**config.mk**
```make
export PLATFORM = sky130hd
export DESIGN_NAME = bounded_list_deque_engine
export DESIGN_NICKNAME = d
export VERILOG_FILES = /design/src/design/bld_pkg.sv /design/src/design/bld_ram.sv /design/src/design/bld_ctrl.sv /design/src/design/bounded_list_deque_engine.sv
export SDC_FILE = /design/constraint.sdc
export NUM_CORES = 2
export LEC_CHECK = 0
export BUFFER_PORTS_ARGS = -buffer_cell sky130_fd_sc_hd__clkbuf_2
export CORE_MARGIN = 4
export CORE_UTILIZATION = 30
export CTS_CLUSTER_DIAMETER = 80
export DETAILED_ROUTE_END_ITERATION = 7
export PLACE_DENSITY_LB_ADDON = 0.15
export SLEW_MARGIN = 40
export SYNTH_ARGS = -nofsm -noshare
export SYNTH_HDL_FRONTEND = slang
export SYNTH_SLANG_ARGS = --single-unit
```
**constraint.sdc**
```tcl
create_clock -name clk -period 17.26 [get_ports clk]
set_input_delay 2.589 -clock clk [delete_from_list [all_inputs] [get_ports clk]]
set_output_delay 2.589 -clock clk [all_outputs]
set_load 0.02 [all_outputs]
```
**src/design/bld_pkg.sv**
```systemverilog
package bld_pkg;

	localparam int DEPTH_DEF = 64;

	localparam int OP_W  = 3;
	localparam int VAL_W = 32;
	localparam int ST_W  = 2;
	localparam int NUM_W = 7;

	localparam logic [OP_W-1:0] OP_PUSH_FRONT = 3'd0;
	localparam logic [OP_W-1:0] OP_PUSH_BACK  = 3'd1;
	localparam logic [OP_W-1:0] OP_POP_FRONT  = 3'd2;
	localparam logic [OP_W-1:0] OP_POP_BACK   = 3'd3;
	localparam logic [OP_W-1:0] OP_ERASE      = 3'd4;
	localparam logic [OP_W-1:0] OP_COUNT      = 3'd5;

	localparam logic [ST_W-1:0] ST_OK        = 2'd0;
	localparam logic [ST_W-1:0] ST_UNDERFLOW = 2'd1;
	localparam logic [ST_W-1:0] ST_FULL      = 2'd2;
	localparam logic [ST_W-1:0] ST_NOT_FOUND = 2'd3;

	typedef struct packed {
		logic [OP_W-1:0]         operation;
		logic signed [VAL_W-1:0] value;
	} req_word_t;

	typedef struct packed {
		logic [ST_W-1:0]         status;
		logic signed [VAL_W-1:0] popped_value;
		logic [NUM_W-1:0]        match_count;
		logic [NUM_W-1:0]        list_size;
		logic                    is_empty;
		logic signed [VAL_W-1:0] front_value;
		logic signed [VAL_W-1:0] back_value;
	} rsp_word_t;

endpackage

```
**src/design/bld_ram.sv**
```systemverilog
module bld_ram #(
	parameter int DEPTH = bld_pkg::DEPTH_DEF,
	parameter int AW    = $clog2(DEPTH)
) (
	input  logic                                clk,
	input  logic                                we,
	input  logic [AW-1:0]                       waddr,
	input  logic signed [bld_pkg::VAL_W-1:0]    wdata,
	input  logic                                re,
	input  logic [AW-1:0]                       raddr,
	output logic signed [bld_pkg::VAL_W-1:0]    rdata
);
	import bld_pkg::*;

	logic signed [VAL_W-1:0] mem_q [DEPTH];

	always_ff @(posedge clk) begin
		if (we) begin
			mem_q[waddr] <= wdata;
		end
	end

	// read data holds while no read is issued
	always_ff @(posedge clk) begin
		if (re) begin
			rdata <= mem_q[raddr];
		end
	end

endmodule

```
**src/design/bld_ctrl.sv**
```systemverilog
module bld_ctrl #(
	parameter int DEPTH = bld_pkg::DEPTH_DEF,
	parameter int IW    = $clog2(DEPTH)
) (
	input  logic                             clk,
	input  logic                             arst_n,
	input  logic                             req_valid,
	output logic                             req_ready,
	input  bld_pkg::req_word_t               req,
	output logic                             res_valid,
	output bld_pkg::rsp_word_t               res,
	input  logic                             rsp_space,
	output logic                             mem_we,
	output logic [IW-1:0]                    mem_waddr,
	output logic signed [bld_pkg::VAL_W-1:0] mem_wdata,
	output logic                             mem_re,
	output logic [IW-1:0]                    mem_raddr,
	input  logic signed [bld_pkg::VAL_W-1:0] mem_rdata
);
	import bld_pkg::*;

	localparam int CW = $clog2(DEPTH + 1);

	localparam logic [2:0] S_IDLE = 3'd0;
	localparam logic [2:0] S_POPW = 3'd1;
	localparam logic [2:0] S_SCAN = 3'd2;
	localparam logic [2:0] S_RDF  = 3'd3;
	localparam logic [2:0] S_RDB  = 3'd4;
	localparam logic [2:0] S_FIN  = 3'd5;

	logic [2:0]              state_q;
	logic [IW-1:0]           head_q;
	logic [CW-1:0]           count_q;
	logic [OP_W-1:0]         op_q;
	logic signed [VAL_W-1:0] val_q;
	logic [ST_W-1:0]         status_q;
	logic signed [VAL_W-1:0] popped_q;
	logic signed [VAL_W-1:0] front_q;
	logic [CW-1:0]           idx_q;
	logic [CW-1:0]           kept_q;
	logic [CW-1:0]           match_q;
	logic                    pend_q;

	logic          accept;
	logic          full;
	logic          empty;
	logic          more;
	logic [IW-1:0] head_dec;

	// ring position k entries after the head, one compare and subtract
	function automatic logic [IW-1:0] slot(input logic [IW-1:0] h, input logic [CW-1:0] k);
		logic [IW:0] s;
		s = (IW+1)'(h) + (IW+1)'(k);
		if (s >= (IW+1)'(DEPTH)) begin
			s = s - (IW+1)'(DEPTH);
		end
		return s[IW-1:0];
	endfunction

	assign req_ready = (state_q == S_IDLE);
	assign accept    = req_valid && req_ready;
	assign full      = (count_q == CW'(DEPTH));
	assign empty     = (count_q == '0);
	assign more      = (idx_q < count_q);
	assign head_dec  = (head_q == '0) ? IW'(DEPTH - 1) : head_q - IW'(1);

	always_comb begin
		mem_we    = 1'b0;
		mem_waddr = head_q;
		mem_wdata = val_q;
		mem_re    = 1'b0;
		mem_raddr = head_q;
		unique case (state_q)
			S_IDLE: begin
				if (req_valid) begin
					unique case (req.operation)
						OP_PUSH_FRONT: begin
							mem_we    = !full;
							mem_waddr = head_dec;
							mem_wdata = req.value;
						end
						OP_PUSH_BACK: begin
							mem_we    = !full;
							mem_waddr = slot(head_q, count_q);
							mem_wdata = req.value;
						end
						OP_POP_FRONT: begin
							mem_re = !empty;
						end
						OP_POP_BACK: begin
							mem_re    = !empty;
							mem_raddr = empty ? head_q : slot(head_q, count_q - CW'(1));
						end
						default: ;
					endcase
				end
			end
			S_SCAN: begin
				mem_re    = more;
				mem_raddr = more ? slot(head_q, idx_q) : head_q;
				// survivors move down to the next kept position
				if (pend_q && (mem_rdata != val_q) && (op_q == OP_ERASE)) begin
					mem_we    = 1'b1;
					mem_waddr = slot(head_q, kept_q);
					mem_wdata = mem_rdata;
				end
			end
			S_RDF: begin
				mem_re = 1'b1;
			end
			S_RDB: begin
				mem_re    = 1'b1;
				mem_raddr = empty ? head_q : slot(head_q, count_q - CW'(1));
			end
			default: ;
		endcase
	end

	always_ff @(posedge clk or negedge arst_n) begin
		if (!arst_n) begin
			state_q <= S_IDLE;
			head_q  <= '0;
			count_q <= '0;
			pend_q  <= 1'b0;
		end else begin
			unique case (state_q)
				S_IDLE: begin
					if (accept) begin
						pend_q <= 1'b0;
						unique case (req.operation)
							OP_PUSH_FRONT: begin
								if (!full) begin
									head_q  <= head_dec;
									count_q <= count_q + CW'(1);
								end
								state_q <= S_RDF;
							end
							OP_PUSH_BACK: begin
								if (!full) begin
									count_q <= count_q + CW'(1);
								end
								state_q <= S_RDF;
							end
							OP_POP_FRONT: begin
								if (empty) begin
									state_q <= S_RDF;
								end else begin
									head_q  <= slot(head_q, CW'(1));
									count_q <= count_q - CW'(1);
									state_q <= S_POPW;
								end
							end
							OP_POP_BACK: begin
								if (empty) begin
									state_q <= S_RDF;
								end else begin
									count_q <= count_q - CW'(1);
									state_q <= S_POPW;
								end
							end
							OP_ERASE, OP_COUNT: begin
								state_q <= empty ? S_RDF : S_SCAN;
							end
							default: begin
								state_q <= S_RDF;
							end
						endcase
					end
				end
				S_POPW: begin
					state_q <= S_RDF;
				end
				S_SCAN: begin
					pend_q <= more;
					if (!pend_q && !more) begin
						if (op_q == OP_ERASE) begin
							count_q <= kept_q;
						end
						state_q <= S_RDF;
					end
				end
				S_RDF: begin
					state_q <= S_RDB;
				end
				S_RDB: begin
					state_q <= S_FIN;
				end
				S_FIN: begin
					if (rsp_space) begin
						state_q <= S_IDLE;
					end
				end
				default: begin
					state_q <= S_IDLE;
				end
			endcase
		end
	end

	// per-item working registers
	always_ff @(posedge clk) begin
		unique case (state_q)
			S_IDLE: begin
				if (accept) begin
					op_q     <= req.operation;
					val_q    <= req.value;
					popped_q <= '0;
					idx_q    <= '0;
					kept_q   <= '0;
					match_q  <= '0;
					status_q <= ST_OK;
					priority case (1'b1)
						(req.operation == OP_PUSH_FRONT) || (req.operation == OP_PUSH_BACK): begin
							if (full) begin
								status_q <= ST_FULL;
							end
						end
						(req.operation == OP_POP_FRONT) || (req.operation == OP_POP_BACK)
							|| (req.operation == OP_ERASE) || (req.operation == OP_COUNT): begin
							if (empty) begin
								status_q <= ST_UNDERFLOW;
							end
						end
						default: ;
					endcase
				end
			end
			S_POPW: begin
				popped_q <= mem_rdata;
			end
			S_SCAN: begin
				if (more) begin
					idx_q <= idx_q + CW'(1);
				end
				if (pend_q) begin
					if (mem_rdata == val_q) begin
						match_q <= match_q + CW'(1);
					end else begin
						kept_q <= kept_q + CW'(1);
					end
				end
				if (!pend_q && !more && (op_q == OP_ERASE) && (match_q == '0)) begin
					status_q <= ST_NOT_FOUND;
				end
			end
			S_RDB: begin
				front_q <= mem_rdata;
			end
			default: ;
		endcase
	end

	assign res_valid        = (state_q == S_FIN);
	assign res.status       = status_q;
	assign res.popped_value = popped_q;
	assign res.match_count  = NUM_W'(match_q);
	assign res.list_size    = NUM_W'(count_q);
	assign res.is_empty     = empty;
	assign res.front_value  = empty ? '0 : front_q;
	assign res.back_value   = empty ? '0 : mem_rdata;

`ifndef SYNTHESIS
	a_count_bound: assert property (@(posedge clk) disable iff (!arst_n)
		count_q <= CW'(DEPTH))
		else $error("entry count above depth");

	a_head_bound: assert property (@(posedge clk) disable iff (!arst_n)
		(IW+1)'(head_q) < (IW+1)'(DEPTH))
		else $error("head index outside store");

	a_write_states: assert property (@(posedge clk) disable iff (!arst_n)
		mem_we |-> (state_q == S_IDLE || state_q == S_SCAN))
		else $error("store written outside push or erase");

	a_kept_behind: assert property (@(posedge clk) disable iff (!arst_n)
		(state_q == S_SCAN) |-> (kept_q <= idx_q))
		else $error("erase compaction overtook the read pointer");

	a_busy_after_accept: assert property (@(posedge clk) disable iff (!arst_n)
		accept |=> (state_q != S_IDLE))
		else $error("sequencer idle right after accepting a word");
`endif

endmodule

```
**src/design/bounded_list_deque_engine.sv**
```systemverilog
// Ordered list of up to DEPTH signed 32-bit words held in a single-port-read ring store with a
// head index and kept count; one response word per request word. The erase or count scan reads
// one entry per cycle through the store's single read port, and every operation ends with two
// reads for the front and back entries. A request can be taken while the previous result still
// waits in the output register. The store needs no clearing after reset.
module bounded_list_deque_engine #(
	parameter int DEPTH = bld_pkg::DEPTH_DEF
) (
	input  logic               clk,
	input  logic               arst_n,
	input  logic               req_valid,
	output logic               req_ready,
	input  bld_pkg::req_word_t req,
	output logic               rsp_valid,
	input  logic               rsp_ready,
	output bld_pkg::rsp_word_t rsp
);
	import bld_pkg::*;

	localparam int IW = $clog2(DEPTH);

	logic                    res_valid;
	rsp_word_t               res;
	logic                    rsp_space;
	logic                    rsp_valid_q;
	rsp_word_t               rsp_q;
	logic                    mem_we;
	logic [IW-1:0]           mem_waddr;
	logic signed [VAL_W-1:0] mem_wdata;
	logic                    mem_re;
	logic [IW-1:0]           mem_raddr;
	logic signed [VAL_W-1:0] mem_rdata;

	assign rsp_space = !rsp_valid_q || rsp_ready;

	bld_ctrl #(
		.DEPTH (DEPTH),
		.IW    (IW)
	) u_ctrl (
		.clk       (clk),
		.arst_n    (arst_n),
		.req_valid (req_valid),
		.req_ready (req_ready),
		.req       (req),
		.res_valid (res_valid),
		.res       (res),
		.rsp_space (rsp_space),
		.mem_we    (mem_we),
		.mem_waddr (mem_waddr),
		.mem_wdata (mem_wdata),
		.mem_re    (mem_re),
		.mem_raddr (mem_raddr),
		.mem_rdata (mem_rdata)
	);

	bld_ram #(
		.DEPTH (DEPTH),
		.AW    (IW)
	) u_ram (
		.clk   (clk),
		.we    (mem_we),
		.waddr (mem_waddr),
		.wdata (mem_wdata),
		.re    (mem_re),
		.raddr (mem_raddr),
		.rdata (mem_rdata)
	);

	// output word register
	always_ff @(posedge clk or negedge arst_n) begin
		if (!arst_n) begin
			rsp_valid_q <= 1'b0;
		end else if (rsp_space) begin
			rsp_valid_q <= res_valid;
		end
	end

	always_ff @(posedge clk) begin
		if (rsp_space && res_valid) begin
			rsp_q <= res;
		end
	end

	assign rsp_valid = rsp_valid_q;
	assign rsp       = rsp_q;

endmodule

```
## Yosys cells after proc, flatten, opt, wreduce, memory -nomap -nowiden

Memories as Yosys holds them, arrays and structs flattened. A register that Yosys moved wholly into a read port is not among the register bits.
Cells that the tools add are included.

- Word-level logic and storage cells: 175
- Input port bits: 39
- Memory bits (writable): 2048
- Memories: 1
- Output and inout port bits: 115
- Flip-flop bits (word level): 253

Memories:

| name | words | width | rd ports | clocked after Yosys merged registers in | write ports | RTL line | text |
|---|---|---|---|---|---|---|---|
| u_ram.mem_q | 64 | 32 | 1 | 1 | 1 | bld_ram.sv:15 | `logic signed [VAL_W-1:0] mem_q [DEPTH];` |

- Order comparisons: 6
- Eq/ne operators: 28
- Reductions and logical operators: 39
- Mux-type cells: 65
- $add $sub $neg: 16

Operators by type and width:

| operator | number |
|---|---|
| 32-bit 2-to-1 mux | 4 |
| 32-bit case mux with 2 select lines | 2 |
| 6-bit 2-to-1 mux | 14 |
| 7-bit 2-to-1 mux | 11 |
| 7-bit case mux with 2 select lines | 5 |
| 6-bit case mux with 2 select lines | 3 |
| 6-bit by 1-bit subtractor with 6-bit output, second input constant | 6 |
| 7-bit greater-or-equal comparator, second input constant | 5 |
| 32-bit equality test | 1 |
| 32-bit != test | 1 |
| 6-bit by 7-bit adder with 7-bit output | 4 |
| 7-bit by 1-bit adder with 7-bit output, second input constant | 4 |
| 3-bit case mux with 6 select lines | 1 |
| 6-bit case mux with 3 select lines | 1 |
| 3-bit equality test, second input constant | 5 |
| 7-bit logical NOT | 2 |
| 2-bit by 1-bit != test with 1-bit output, second input constant | 7 |
| 3-bit by 2-bit equality test with 1-bit output, second input constant | 4 |
| 2-bit 2-to-1 mux | 6 |
| 1-bit 2-to-1 mux | 10 |
| 3-bit 2-to-1 mux | 3 |
| 3-bit != test, second input constant | 3 |
| 3-bit AND reduction | 3 |
| 2-bit != test, second input constant | 4 |
| 20 further kinds | 45 |

## Longest topological paths before layout

- Word-level depth: 8
- Mapped depth: 18
- Mapped depth without buffers: 15

## By module

Synthesis repeated with hierarchy kept, for this count alone.

- Cells, all modules: 4254
- Area total of the unflattened synthesis: 91247.5 µm²

By module, submodules not included:

| module | sequential area each (µm²) | instances | area each (µm²) | cells each |
|---|---|---|---|---|
| bld_ram | 62459.9 | 1 | 79015.8 | 3291 |
| bld_ctrl | 4088.9 | 1 | 8784.7 | 846 |
| bounded_list_deque_engine | 3418.3 | 1 | 3447.1 | 117 |

## Worst setup path after synthesis

Ideal clock, no wire load.

- Path kind: input to register
- From: input req[33] (netlist name)
- To: memory u_ram.mem_q[0][25], data pin
- Arrival: 6.277 ns
- Cell stages on the path: 7
- Setup slack: 10.281 ns
- Buffers on the path: 3
- Data required time: 16.558 ns
- Cell sequence: clkbuf_1 -> nor3_1 -> o21ai_0 -> o21ba_2 -> clkbuf_1 -> clkbuf_1 -> o21ai_0

- Cells in the longest elaborated chain, start to end: 5
- Elaborated cells between the ends (all ways): 6
- Those cells by class: 1 x eq/ne; 3 x mux; 2 x reduce/logical

Ends and longest elaborated chain:

| what | RTL line | text |
|---|---|---|
| from (decl) | bounded_list_deque_engine.sv:13 | `input bld_pkg::req_word_t req,` |
| 3-bit by 1-bit equality test with 1-bit output or 3-bit logical NOT (tied branches) | bld_ctrl.sv:76 | `unique case (req.operation)` |
| 2-bit OR reduction (no source line) (*) | - |  |
| 32-bit 2-to-1 mux (*) | bld_ctrl.sv:76 |  |
| 32-bit 2-to-1 mux (*) | bld_ctrl.sv:75 | `if (req_valid) begin` |
| 32-bit case mux with 2 select lines (*) | bld_ctrl.sv:73 | `unique case (state_q)` |
| net mem_wdata[25] | bounded_list_deque_engine.sv:29 | `logic signed [VAL_W-1:0] mem_wdata;` |
| to (decl) | bld_ram.sv:15 |  |

Mark *: on every way through the listed nets, which the timed path passes. The rest lies on a longest branch.

## Worst setup path in the final report

- From: input req[34] (netlist name)
- To: register u_ram.rdata[24] (netlist name) (read register of u_ram.mem_q), data pin

- Cells in the longest elaborated chain, start to end: 5
- Elaborated cells between the ends (all ways): 9
- Those cells by class: 2 x eq/ne; 6 x mux; 1 x reduce/logical

Ends and longest elaborated chain:

| what | RTL line | text |
|---|---|---|
| 3-bit by 2-bit equality test with 1-bit output | bld_ctrl.sv:76 |  |
| 2-bit OR reduction (no source line) | - |  |
| 1-bit 2-to-1 mux | - |  |
| 1-bit 2-to-1 mux | bld_ctrl.sv:75 |  |
| 1-bit case mux with 3 select lines | bld_ctrl.sv:73 |  |
| to (decl) | bld_ram.sv:11 | `output logic signed [bld_pkg::VAL_W-1:0] rdata` |

Parallel ways exist; a longest one is shown, timed or not.
A chain may end at the register's enable or synchronous reset.

==> summary.md <==
| Metric | Value |
|---|---|
| DRT Pass-1 Iters | `5` |
| Worst R2R End | `u_ram.rdata[24]$_DFFE_PP_` |
| Pre-CTS setup slack | `8560 ps` |
| Critical path class | `input port to register` |
| Outcome | `completed` |
| Ys flop type | `edfxtp_1` |
| CP endpoint kind | `register` |
| CTS H-Tree Depth | `4` |
| Final ANT Viol Nets | `0` |
| Clock root buffer | `clkbuf_16` |
| Clk slew on worst S/H paths | `about 60 ps` |
| Hold_sp | `u_ctrl.popped_q[23]$_SDFFCE_PN0P_` |
| Crit share post-route | `45.7%` |
| Gr ovfl total | `0` |
| # DRC | `0` |
| Synth Warn # | `0` |
| Fmax | `127 MHz` |
| Max cap viols | `0` |
| Worst setup margin | `between 9000 and 10000 ps` |
| Critical Path AT | `just under 9000 ps` |
| Finished Core Util | `35.0%` |
| Class of the worst hold path | `register to register` |
| Final Hold Viols | `0` |
| # hold bufs at CTS | `0` |
| Antenna violations before repair | `25` |
| Commonest cells post-synth | `edfxtp_1, nand2_1, nand3_1` |
| Hold worst-path end | `rsp[102]$_DFFE_PP_` |
| Num CTS Buffers | `~250` |
| Reg2reg start | `u_ctrl.count_q[0]$_DFFE_PN0P_` |
| RSZ-0062 raised after global routing | `false` |
| FF-to-FF path depth | `16` |
| Initial Util | `~30%` |
| Die height | `roughly 570 µm` |
| Top post-synthesis cells by area | `edfxtp_1, nand2_1, nand3_1` |
| Vias | `60062` |
| Synth area leader | `edfxtp_1` |
| Layout area overhead | `16.0%` |
| Post-CTS sizing | `0` |
| EDFF count, synth | `around 2300` |
| Final Setup Violations | `0` |
| Hold Path Depth | `0` |
| Routed WL | `~330000 µm` |
| Share of layout cells above drive strength 1 | `12.5%` |
| Clk buf depth | `4` |
| Routability congestion estimate | `around 0.84` |
| Mapped cell area | `around 93000 µm²` |
| Largest net degree at the start of global routing | `approximately 130` |
| Rows | `204` |
| Clock Latency Late Sink | `a little over 900 ps` |
| Final #Nets | `7177` |
| CP startpoint kind | `input port` |
| Wire length per cell | `28.5 µm` |
| Worst reg-to-reg setup slack | `between 10000 and 15000 ps` |
| Final HPWL DP | `between 150000 and 200000 µm` |
| Slew Limit Fails | `0` |
| Hold WS | `~400 ps` |
| Asr flop ratio synth | `less than 1%` |
| Worst Skew | `between 40 and 50 ps` |
| DRT iter0 DRCs | `roughly 6500` |
| Total core area | `approximately 310000 µm²` |
| Most frequent cell after synthesis | `edfxtp_1` |
| Vias per cell | `5.25` |
| Clock period minus worst slack | `7900 ps` |
| I/O pin total | `about 150` |
| PortBufs | `153` |
| #FFs+latches synth | `~2300` |
| Sequential area share after synthesis | `74.9%` |
| Synth top area share | `roughly 74%` |
| Crit-path max FO | `around 130` |
| DIE AREA | `320000 µm²` |
| Postcts setup bufs | `0` |
| Vias in the first global route | `about 57000` |
| CP Data Required Time | `between 15000 and 20000 ps` |
| Worst slew pin tran | `roughly 940 ps` |
| GRT Util Overall | `between 15 and 20%` |
| CTS tree | `done` |
| Die W | `between 500 and 600 µm` |
| CTS sink cnt | `2333` |
| Final setup TNS | `0 ps` |
| Syn Area/Cell | `between 10 and 15 µm²` |
| First-pass GRT wire length | `457000 µm` |
| Cell variety after synth | `86` |
| Post-Syn Nets | `around 7000` |
| Slew margin rel. | `roughly 37%` |
| Synth Instances | `slightly below 7000` |
## how the worst max path moves through the flow
stage / start / end
3_3_place_gp: req[34] / u_ram.rdata[26]$_DFFE_PP_
3_5_place_dp: req[34] / u_ram.rdata[4]$_DFFE_PP_
4_1_cts: req[34] / u_ram.rdata[4]$_DFFE_PP_
6_report: req[34] / u_ram.rdata[24]$_DFFE_PP_
5_1_grt: req[34] / u_ram.rdata[24]$_DFFE_PP_
2_1_floorplan: req[33] / u_ram.mem_q[0][25]$_DFFE_PP_
## cells by family (layout without fill, tap and decap cells)
family / after synthesis / count (layout) / synth area share, %
multiplexers: 43 / 43 / 0.543
other: 0 / 32 / 0
AO/OA/AOI/OAI: 976 / 976 / 6.61
XOR/XNOR: 69 / 69 / 0.647
buffers and inverters: 487 / 860 / 2.29
AND/OR/NAND/NOR: 2971 / 2971 / 14.4
adder cells (fa/ha/maj): 39 / 39 / 0.555
flip-flops: 2333 / 2333 / 74.9
## layout by cell type, fill, tap and decap left out, drive strengths merged, types with 7 or more instances in the layout
cell | netlist | routed
a2111oi | 39 | 39
a211oi | 35 | 35
a21o | 9 | 9
a21oi | 314 | 314
a221oi | 7 | 7
a22o | 24 | 24
a22oi | 77 | 77
a311oi | 24 | 24
a31oi | 171 | 171
and2 | 129 | 129
and3 | 220 | 220
buf | 264 | 238
bufinv | 0 | 15
clkbuf | 197 | 466
clkinv | 0 | 106
dfrtp | 18 | 18
diode | 0 | 32
edfxtp | 2315 | 2315
ha | 35 | 35
inv | 26 | 30
mux2i | 36 | 36
nand2 | 1494 | 1494
nand3 | 397 | 397
nand4 | 228 | 228
nor2 | 354 | 354
nor3 | 59 | 59
nor3b | 7 | 7
nor4 | 43 | 43
o21ai | 89 | 89
o22ai | 136 | 136
xnor2 | 25 | 25
xor2 | 44 | 44
## worst max-delay path: stages
cell and delay [ps]:
clkbuf_2 200, nand4b_1 330, a221oi_2 560, a211o_1 310
a211o_4 490, buf_12 260, buf_12 480, buf_4 790
buf_4 680, nor2_1 70, o21ai_0 220, nand4_1 110
a22o_1 320, nor3_2 700, and3_1 270
## sequential cells by signal, indices dropped and copies added, names as in the netlist, 3 cells and up
name	count
u_ram.mem_q	2048
rsp	113
u_ctrl.match_q	7
u_ctrl.state_q	3
u_ctrl.op_q	3
u_ctrl.front_q	32
u_ctrl.head_q	6
u_ctrl.popped_q	32
u_ram.rdata	32
u_ctrl.kept_q	7
u_ctrl.val_q	32
u_ctrl.count_q	7
u_ctrl.idx_q	7
## through the flow
| step | instances | cell area [µm²] |
|---|---|---|
| final | 11443 | 108000 |
| after global routing | 11435 | 108000 |
| after CTS | 11408 | 108000 |
| after detailed placement | 10967 | 101000 |
| after global placement | 10939 | 99900 |
| after floorplan | 6918 | 93400 |
## per-layer routing
| metal | wire length, µm | vias to the layer above | track usage, % |
|---|---|---|---|
| li1 | - | 26313 | - |
| met1 | 146000 | 31195 | 27.9 |
| met2 | 152000 | 2108 | 31.8 |
| met3 | 19400 | 436 | 2.58 |
| met4 | 9690 | 10 | 5.41 |
| met5 | 70 | - | 0 |
## cell type report
cell class                      count  area [µm²]
Antenna cell                       32        80.1
Clock buffer                      311        6460
Clock inverter                    130        1040
Fill cell                       29979      201000
Inverter                           26        97.6
Multi-Input combinational cell   4098       22400
Sequential cell                  2333       70000
Tap cell                         4120        5150
Timing Repair Buffer              393        3080
Power is left out: the tool's default activity adds up to more than one toggle a clock period on the data nets, which glitch-free logic cannot reach.
